[src/rtl/core/mpka_pkg.sv]
// ----------------------------------------------------------------------------
// mpka_pkg: shared types and constants for the pad key autorepeat block
// Field widths, configuration register indexes, reset values, config bundle.
// ----------------------------------------------------------------------------
`default_nettype none

package mpka_pkg;

    localparam int WORD_W     = 16;
    localparam int TIMER_W    = 6;
    localparam int TYPE_W     = 4;
    localparam int OFFSET_W   = 4;
    localparam int INPUT_PADS = 5;
    localparam int CFG_IDX_W  = 2;

    localparam logic [TYPE_W-1:0] HANDLED_TYPE = 4'd1;

    // configuration register indexes
    localparam logic [CFG_IDX_W-1:0] CFG_ACCEL_EN   = 2'd0;
    localparam logic [CFG_IDX_W-1:0] CFG_INIT_DELAY = 2'd1;
    localparam logic [CFG_IDX_W-1:0] CFG_REP_PERIOD = 2'd2;
    localparam logic [CFG_IDX_W-1:0] CFG_MIN_PERIOD = 2'd3;

    localparam logic [TIMER_W-1:0] INIT_DELAY_RST = 6'd32;
    localparam logic [TIMER_W-1:0] REP_PERIOD_RST = 6'd12;
    localparam logic [TIMER_W-1:0] MIN_PERIOD_RST = 6'd5;

    typedef struct packed {
        logic               accel_en;
        logic [TIMER_W-1:0] init_delay;
        logic [TIMER_W-1:0] rep_period;
        logic [TIMER_W-1:0] min_period;
    } t_cfg;

endpackage

`default_nettype wire

[src/rtl/core/multi_pad_key_autorepeat.sv]
// ----------------------------------------------------------------------------
// multi_pad_key_autorepeat: typematic autorepeat for several game pads
// Input register, per-pad update and pick, result register.
// ----------------------------------------------------------------------------
// Usage:
//   Input channel (i_in_valid / o_in_ready) carries a frame item (req_type 0)
//   with five held words and the pad type nibbles, or a consume item
//   (req_type 1). A frame item updates each handled pad and gives no result.
//   A consume item gives one result on o_out_valid / i_out_ready: the first
//   queued word in pad order (cleared as it is taken) and its byte offset.
//   A consume result is registered together with the pad update.
//   Throughput: one item per cycle unless a consume stalls, set by the
//   single update stage between the input register and the pad registers.
//   A stalled receiver holds the result register; frame items keep flowing,
//   a consume item waits in the input register until the result is taken.
//   Configuration (i_cfg_valid / o_cfg_ready, always ready) is to be written
//   by the user only while the block is idle; the block does not enforce it.
//   Reset clears all pad state, empties both registers and restores the
//   register defaults; no clearing pass is needed.
// ----------------------------------------------------------------------------
`default_nettype none

module multi_pad_key_autorepeat #(
    parameter int PADS = 5
) (
    input  wire logic                             i_clk,
    input  wire logic                             i_rst_n,
    // configuration
    input  wire logic                             i_cfg_valid,
    output logic                                  o_cfg_ready,
    input  wire logic [mpka_pkg::CFG_IDX_W-1:0]   i_cfg_index,
    input  wire logic [mpka_pkg::TIMER_W-1:0]     i_cfg_data,
    // input items
    input  wire logic                             i_in_valid,
    output logic                                  o_in_ready,
    input  wire logic                             i_req_type,
    input  wire logic [mpka_pkg::WORD_W-1:0]      i_held_0,
    input  wire logic [mpka_pkg::WORD_W-1:0]      i_held_1,
    input  wire logic [mpka_pkg::WORD_W-1:0]      i_held_2,
    input  wire logic [mpka_pkg::WORD_W-1:0]      i_held_3,
    input  wire logic [mpka_pkg::WORD_W-1:0]      i_held_4,
    input  wire logic [19:0]                      i_pad_types,
    // result items
    output logic                                  o_out_valid,
    input  wire logic                             i_out_ready,
    output logic      [mpka_pkg::WORD_W-1:0]      o_key_word,
    output logic      [mpka_pkg::OFFSET_W-1:0]    o_slot_offset
);

    localparam int IDX_W = (PADS > 1) ? $clog2(PADS) : 1;

    mpka_pkg::t_cfg r_cfg;

    logic                          r_in_vld;
    logic                          r_req_type;
    logic [mpka_pkg::WORD_W-1:0]   r_held [mpka_pkg::INPUT_PADS];
    logic [19:0]                   r_types;

    logic                          r_out_vld;
    logic [mpka_pkg::WORD_W-1:0]   r_key_word;
    logic [mpka_pkg::OFFSET_W-1:0] r_slot_offset;

    logic                          advance;
    logic                          scan;
    logic                          take;
    logic                          out_free;
    logic [mpka_pkg::WORD_W-1:0]   queued [PADS];
    logic [IDX_W-1:0]              sel;

    // configuration registers
    assign o_cfg_ready = 1'b1;

    always_ff @(posedge i_clk) begin
        if (!i_rst_n) begin
            r_cfg.accel_en   <= 1'b0;
            r_cfg.init_delay <= mpka_pkg::INIT_DELAY_RST;
            r_cfg.rep_period <= mpka_pkg::REP_PERIOD_RST;
            r_cfg.min_period <= mpka_pkg::MIN_PERIOD_RST;
        end else if (i_cfg_valid) begin
            unique case (i_cfg_index)
                mpka_pkg::CFG_ACCEL_EN:   r_cfg.accel_en   <= i_cfg_data[0];
                mpka_pkg::CFG_INIT_DELAY: r_cfg.init_delay <= i_cfg_data;
                mpka_pkg::CFG_REP_PERIOD: r_cfg.rep_period <= i_cfg_data;
                mpka_pkg::CFG_MIN_PERIOD: r_cfg.min_period <= i_cfg_data;
                default: ;
            endcase
        end
    end

    // handshake: a frame item always advances, a consume needs the result slot
    assign out_free   = !r_out_vld || i_out_ready;
    assign advance    = r_in_vld && (!r_req_type || out_free);
    assign scan       = advance && !r_req_type;
    assign take       = advance && r_req_type;
    assign o_in_ready = !r_in_vld || advance;

    always_ff @(posedge i_clk) begin
        if (!i_rst_n) begin
            r_in_vld <= 1'b0;
        end else if (o_in_ready) begin
            r_in_vld <= i_in_valid;
        end
    end

    always_ff @(posedge i_clk) begin
        if (i_in_valid && o_in_ready) begin
            r_req_type <= i_req_type;
            r_held[0]  <= i_held_0;
            r_held[1]  <= i_held_1;
            r_held[2]  <= i_held_2;
            r_held[3]  <= i_held_3;
            r_held[4]  <= i_held_4;
            r_types    <= i_pad_types;
        end
    end

    // per-pad state
    for (genvar p = 0; p < PADS; p++) begin : g_pad
        logic [mpka_pkg::WORD_W-1:0] held;
        logic                        handled;
        logic                        clear;

        if (p < mpka_pkg::INPUT_PADS) begin : g_live
            assign held    = r_held[p];
            assign handled = r_types[mpka_pkg::TYPE_W*p +: mpka_pkg::TYPE_W]
                             == mpka_pkg::HANDLED_TYPE;
        end else begin : g_idle
            assign held    = '0;
            assign handled = 1'b0;
        end

        assign clear = take && (sel == IDX_W'(p));

        mpka_pad u_pad (
            .i_clk     (i_clk),
            .i_rst_n   (i_rst_n),
            .i_scan    (scan),
            .i_clear   (clear),
            .i_handled (handled),
            .i_held    (held),
            .i_cfg     (r_cfg),
            .o_queued  (queued[p])
        );
    end

    // first queued pad wins, the last pad when none is queued
    always_comb begin
        sel = IDX_W'(PADS - 1);
        for (int p = PADS - 2; p >= 0; p--) begin
            if (queued[p] != '0) begin
                sel = IDX_W'(p);
            end
        end
    end

    // result register
    always_ff @(posedge i_clk) begin
        if (!i_rst_n) begin
            r_out_vld <= 1'b0;
        end else if (take) begin
            r_out_vld <= 1'b1;
        end else if (i_out_ready) begin
            r_out_vld <= 1'b0;
        end
    end

    always_ff @(posedge i_clk) begin
        if (take) begin
            r_key_word    <= queued[sel];
            r_slot_offset <= mpka_pkg::OFFSET_W'({sel, 1'b0});
        end
    end

    assign o_out_valid   = r_out_vld;
    assign o_key_word    = r_key_word;
    assign o_slot_offset = r_slot_offset;

endmodule

`default_nettype wire

[src/rtl/core/mpka_pad.sv]
// ----------------------------------------------------------------------------
// mpka_pad: autorepeat state of one pad
// Holds last word, queued word, frame timer, period and fast mark, and
// updates them on a frame scan or clears the queued word on a consume.
// ----------------------------------------------------------------------------
`default_nettype none

module mpka_pad (
    input  wire logic                           i_clk,
    input  wire logic                           i_rst_n,
    input  wire logic                           i_scan,
    input  wire logic                           i_clear,
    input  wire logic                           i_handled,
    input  wire logic [mpka_pkg::WORD_W-1:0]    i_held,
    input  wire mpka_pkg::t_cfg                 i_cfg,
    output logic      [mpka_pkg::WORD_W-1:0]    o_queued
);

    logic [mpka_pkg::WORD_W-1:0]  r_last,   n_last;
    logic [mpka_pkg::WORD_W-1:0]  r_queued, n_queued;
    logic [mpka_pkg::TIMER_W-1:0] r_frames, n_frames;
    logic [mpka_pkg::TIMER_W-1:0] r_period, n_period;
    logic                         r_fast,   n_fast;
    logic [mpka_pkg::TIMER_W-1:0] per_dec;
    logic                         below_min;

    always_comb begin
        // decrement saturating at zero, then floor under acceleration
        per_dec   = (r_period != '0) ? r_period - 1'b1 : r_period;
        below_min = per_dec < i_cfg.min_period;
    end

    always_comb begin
        n_last   = r_last;
        n_queued = r_queued;
        n_frames = r_frames;
        n_period = r_period;
        n_fast   = r_fast;
        if (i_clear) begin
            n_queued = '0;
        end else if (i_scan && i_handled) begin
            priority if (i_held == '0) begin
                n_last = '0;
                n_fast = 1'b0;
            end else if (i_held != r_last) begin
                n_last   = i_held;
                n_queued = i_held;
                n_frames = i_cfg.init_delay;
                n_period = i_cfg.rep_period;
            end else if (r_frames > mpka_pkg::TIMER_W'(1)) begin
                n_frames = r_frames - 1'b1;
            end else if (r_frames == mpka_pkg::TIMER_W'(1)) begin
                n_queued = r_last;
                if (i_cfg.accel_en) begin
                    if (below_min) begin
                        n_period = i_cfg.min_period;
                        n_frames = i_cfg.min_period;
                        n_fast   = 1'b1;
                    end else begin
                        n_period = per_dec;
                        n_frames = per_dec;
                    end
                end else begin
                    n_frames = r_period;
                end
            end else begin
                // timer already run out: drop the word and restart
                n_queued = '0;
                n_frames = i_cfg.init_delay;
                n_period = i_cfg.rep_period;
                n_last   = '0;
                n_fast   = 1'b0;
            end
        end
    end

    always_ff @(posedge i_clk) begin
        if (!i_rst_n) begin
            r_last   <= '0;
            r_queued <= '0;
            r_frames <= '0;
            r_period <= '0;
            r_fast   <= 1'b0;
        end else begin
            r_last   <= n_last;
            r_queued <= n_queued;
            r_frames <= n_frames;
            r_period <= n_period;
            r_fast   <= n_fast;
        end
    end

    assign o_queued = r_queued;

endmodule

`default_nettype wire

[config.mk]
export PLATFORM = sky130hd
export DESIGN_NAME = multi_pad_key_autorepeat
export DESIGN_NICKNAME = d
export VERILOG_FILES = /design/src/rtl/core/mpka_pkg.sv /design/src/rtl/core/multi_pad_key_autorepeat.sv /design/src/rtl/core/mpka_pad.sv
export SDC_FILE = /design/constraint.sdc
export NUM_CORES = 1
export LEC_CHECK = 0
export BUFFER_PORTS_ARGS = -buffer_cell sky130_fd_sc_hd__buf_2
export CORE_UTILIZATION = 25
export CTS_CLUSTER_DIAMETER = 40
export DETAILED_ROUTE_END_ITERATION = 8
export GPL_ROUTABILITY_DRIVEN = 1
export SKIP_LAST_GASP = 1
export SYNTH_ARGS = -nofsm -noshare
export SYNTH_HDL_FRONTEND = slang
export SYNTH_SLANG_ARGS = --single-unit
[constraint.sdc]
create_clock -name i_clk -period 10.1 [get_ports i_clk]
set_input_delay 2.02 -clock i_clk [delete_from_list [all_inputs] [get_ports i_clk]]
set_output_delay 2.02 -clock i_clk [all_outputs]
set_load 0.01 [all_outputs]
# [Word-level counts from Yosys, hierarchy flattened]
# Memories as Yosys holds them, arrays and structs flattened.
# Index checks and enable logic that the tools add are counted.
[classes] addsub=10 bitwise=12 eq_ne=32 magnitude_cmp=11 mux=76 n_reduce_logical=66
[op_table] op="2-to-1 mux 16 bit" count=22
[op_table] op="2-to-1 mux 6 bit" count=45
[op_table] op="logical NOT 16 bit" count=5
[op_table] op="!= test 16 bit" count=5
[op_table] op="nonzero test 16 bit" count=4
[op_table] op="subtractor 6 x 1 -> 6 bit, second input constant" count=10
[op_table] op="binary-select mux 16 bit (select 3 bit)" count=1
[op_table] op="AND reduction 3 bit" count=15
[op_table] op="== test 6 x 1 -> 1 bit, second input constant" count=5
[op_table] op="> comparator 6 x 1 -> 1 bit, second input constant" count=5
[op_table] op="less-than comparator 6 bit" count=5
[op_table] op="nonzero test 6 bit" count=5
[op_table] op="== test 4 x 1 -> 1 bit, second input constant" count=5
[op_table] op="AND reduction 4 bit" count=5
[op_table] op="!= test 3 x 1 -> 1 bit, second input constant" count=5
[op_table] op="logical AND 1 bit" count=14
[op_table] op="2-to-1 mux 3 bit" count=4
[op_table] op="NOT 1 bit" count=11
[op_table] op="!= test 2 x 1 -> 1 bit, second input constant" count=5
[op_table] op="OR reduction 2 bit" count=5
[op_table] op="AND reduction 2 bit" count=4
[op_table] op="== test 3 x 2 -> 1 bit, second input constant" count=2
[op_table] op="== test 2 bit, second input constant" count=2
[op_table] op="greater-or-equal comparator 4 bit, second input constant" count=1
[op_table] op="10 further kinds" count=17
[word_totals] n_memories=1 word_cells=238 ramBits=80 ff_bits=281 input_bits=114 out_inout_bits=23
[mem_list] name="r_held" depth=5 word_bits=16 rd=5 rd_clocked_by_memory_dff=0 write_ports=5 line="multi_pad_key_autorepeat.sv:56" source="logic [mpka_pkg::WORD_W-1:0] r_held [mpka_pkg::INPUT_PADS];"

# [Longest topological paths before layout]
[logic_depth] ltp_word=9 mapped_depth=14 ltp_nobuf=14

# [Hierarchy]
# From an unflattened synthesis, not the netlist that was laid out.
[hier_totals] hier_cells=2036 hier_area_um2=19378.6
[by_module_without_submodules] module="mpka_pad (g_pad[2].u_pad ...)" cells_each=338 area_per_inst_um2=2780.2 n_inst=3 seq_area_each_um2=880.8
[by_module_without_submodules] module="mpka_pad (g_pad[0].u_pad ...)" cells_each=347 area_per_inst_um2=2811.4 n_inst=2 seq_area_each_um2=880.8
[by_module_without_submodules] module="multi_pad_key_autorepeat" cells_each=328 area_per_inst_um2=5415.2 n_inst=1 seq_area_each_um2=4023.9

# [Worst setup path after synthesis]
# OpenSTA, ideal clock, no wires.
[synth_timing] kind="in2reg" startpoint="input i_out_ready" endpoint="memory r_held[0][0] (netlist bit), enable pin" n_path_buf=0 path_stages=2 setup_ns=0.621 slack_ns=2.323 required_time_ns=9.479 t_arrival_ns=7.157 path_cell_list="nor2b_1 a31oi_1"
[synth_lines] item="from (decl)" line="multi_pad_key_autorepeat.sv:45" source="input wire logic i_out_ready,"
[synth_lines] item="to (decl)" line="multi_pad_key_autorepeat.sv:56"

# [Worst setup path after layout]
[layout_timing] startpoint="input i_out_ready" endpoint="output o_in_ready"
[layout_via] elab_chain_cells=4
[layout_rtl] item="logical OR 1 bit" line="multi_pad_key_autorepeat.sv:91" source="assign out_free = !r_out_vld || i_out_ready;"
[layout_rtl] item="logical OR 1 bit" line="multi_pad_key_autorepeat.sv:92" source="assign advance = r_in_vld && (!r_req_type || out_free);"
[layout_rtl] item="logical AND 1 bit" line="multi_pad_key_autorepeat.sv:92"
[layout_rtl] item="logical OR 1 bit" line="multi_pad_key_autorepeat.sv:95" source="assign o_in_ready = !r_in_vld || advance;"
[layout_rtl] item="to (decl)" line="multi_pad_key_autorepeat.sv:35" source="output logic o_in_ready,"
# No other way between the ends.

==> flow_metrics.tcl <==
set metrics [dict create \
    status "completed" \
    grt.overflow.total 0 \
    start_kind "primary input" \
    r2r_end "g_pad[3].u_pad.r_frames[4]" \
    worstPathArrival_ns 2.78 \
    cts_tree "done" \
    std_cell_rows 98 \
    cts.repair.resized 0 \
    drt-initial-drc-count 1195 \
    nNetsFinal 2346 \
    gp_congestion 0.851 \
    total_power_mw 4.28 \
    min_path_type "flop to flop" \
    placed_area_mm2 0.0199 \
    crit_slowest_cell "nor2b_1" \
    port_buffers 134 \
    finClkSkew_ns 0.0271 \
    path_depth 4 \
    reg2reg_from "g_pad[3].u_pad.r_period[0]" \
    vias 15700 \
    tns_ns 0 \
    dp_hpwl_um 38500 \
    endpoint_kind "output port" \
    n_fill_cell 7463 \
    p_leak_nw 8.20 \
    ant_nets 0 \
    min_period_over_period 0.475 \
    ios 137 \
    synthToLayoutAreaGrowth_pct 22.7 \
    slew-limit-headroom 0.196 \
    insertion_delay_ns 0.61 \
    synth_seq_area_share 0.461 \
    drive_above_1_share 0.138 \
    ys_types 74 \
    hold_viol 0 \
    crit_type "primary input to output port" \
    critPathCapture "o_in_ready" \
    synthFlopType "dfxtp_1" \
    cap_violations 0 \
    dieWidth_um 272 \
    rrSetupSlack_ns 6.09 \
    vdd_drop_max_uv 139 \
    grt_pass1_vias 14700 \
    clockBufferDepth 3 \
    antenna_found_initial 4 \
    netlist_area_mm2 0.0183 \
    cts_sinks 361 \
    final_common_cell "a21oi_1" \
    place_ws_ns 5.30 \
    stdcell_area_mm2 0.0224 \
    core_area_mm2 0.0720 \
    cts_setup_buffers 0 \
    path_cells "buf_2, nor2b_1, nand3_1, buf_2" \
    fmax_mhz 208 \
    synth_seq_cells 361 \
    grt_usage 0.146 \
    synth_nets 2233 \
    power_density_mw_per_mm2 191 \
    die_y_um 272 \
    synth_warnings 0 \
    worstHoldStart "g_pad[4].u_pad.o_queued[11]" \
    final_cell_mix "256 x a21oi_1, 244 x nand2_1, 240 x dfxtp_1, 161 x o21ai_0, 134 x buf_2" \
    slew_viol_final 0 \
    drc 0 \
    worstPathRequired_ns 8.08 \
    finalCriticalPeriod_ns 4.80 \
    postSynthCellCount 2074 \
    synth-edff-count 120 \
    avgViaCountPerCell 4.93 \
    numCtsBuffers 72 \
    slowest_delay_ns 0.35 \
    die-area_mm2 0.0742 \
    async_flop_share 0 \
    syn_avg_cell_area_um2 8.82 \
    path_max_fanout 4 \
    setup_violations 0 \
    clk_pin_slew_ns 0.04 \
    reg2regPathDepth 13 \
    cts_hold_buf 0 \
    drtPass1Iterations 5 \
    crit_path_start "i_out_ready" \
    grt_pass1_wl_um 85100 \
    h-tree-depth 3 \
    cp_top_family "simple AND/OR/NAND/NOR gates" \
    rsz0062_at_grt "no" \
    wl_um 55600 \
    n_antenna_cell 0 \
    cpMostUsedCell "buf_2" \
    grt_start_max_net_pins 75 \
    finalWorstSetupSlack_ns 5.30 \
    routedWlPerCell_um 17.4 \
    start_util 0.254 \
    worstMarginPinSlew_ns 1.20 \
    path_buf_inv 2 \
    cts_root_buf "clkbuf_16" \
]
[cell usage after synthesis, drive strengths merged (31+ instances only)]
library cell  instances  area (um^2)
inv                  46          173
dfxtp               241         4820
nor2b                93          582
mux2i                35          350
and3                 75          469
ha                   45          563
o21ai               166          831
nor2                130          488
edfxtp              120         3600
nand3                38          190
a21oi               257         1290
nor3                 34          170
nor4                 49          307
nand2               244          916
nand4                36          225
clkbuf              101          380
xnor2                94          823
a31oi                31          209
[worst min path at each step]
stage,end,depth (start not counted),slack (ns)
finish,g_pad[4].u_pad.o_queued[11],2,0.45
CTS,g_pad[4].u_pad.o_queued[7],2,0.45
global placement,g_pad[4].u_pad.o_queued[6],2,0.44
floorplan,g_pad[4].u_pad.o_queued[0],2,0.44
detailed placement,g_pad[4].u_pad.o_queued[0],2,0.45
global route,g_pad[4].u_pad.o_queued[0],2,0.47
[metrics by stage]
stage               std cells  utilization  hold slack [ns]
floorplan                2074            -            0.437
detailed placement       3063        0.277            0.447
finish                   3196        0.312            0.454
CTS                      3196        0.312            0.453
global route             3196        0.312            0.468
global placement         3063        0.277            0.443
[state kept, by name, indices dropped and copies added (netlist names)]
register              count
r_held                   80
r_req_type                1
g_pad.u_pad.r_last       80
g_pad.u_pad.o_queued     80
o_out_valid               1
r_types                  20
g_pad.u_pad.r_frames     30
o_key_word               16
r_cfg                    19
r_in_vld                  1
o_slot_offset             3
g_pad.u_pad.r_period     30
[power by group]
group | switching (mW) | total, mW | internal, mW
Sequential | 0.0385 | 1.59 | 1.55
Combinational | 0.151 | 0.237 | 0.0865
Clock | 0.842 | 2.46 | 1.62
[worst reg2reg max path: cells and delay by family (launching register included)]
| kind | cells | cell delay [ns] |
|---|---|---|
| fa+ha+maj | 2 | 0.47 |
| mux | 3 | 0.87 |
| simple gates | 5 | 1.50 |
| buf+inv | 1 | 0.17 |
| compound gates | 2 | 0.51 |
| flops | 1 | 0.36 |
[cell families after synthesis]
group,Yosys count,synth area share
AO/OA/AOI/OAI,598,0.192
buffers and inverters,160,0.0338
adder cells (fa/ha/maj),45,0.0308
multiplexers,47,0.0268
AND/OR/NAND/NOR,760,0.208
flip-flops,361,0.461
XOR/XNOR,101,0.0484
other,2,0.000411
[metal layers]
| layer | wire length [um] | global-route usage |
|---|---|---|
| met5 | 13 | 0 |
| met4 | 1600 | 0.0557 |
| met3 | 3140 | 0.0288 |
| met2 | 24900 | 0.227 |
| met1 | 25900 | 0.198 |
[cell type report]
cell class / instances / area [um^2] / area share
repair buffers: 153 / 813 / 0.0362
well taps: 950 / 1190 / 0.0530
inverters: 46 / 174 / 0.00775
multi-input cells: 1553 / 9300 / 0.414
clock buffers: 92 / 1980 / 0.0883
flip-flops and latches: 361 / 8430 / 0.376
clock inverters: 41 / 556 / 0.0248
Power figures use the tool's default switching activity.
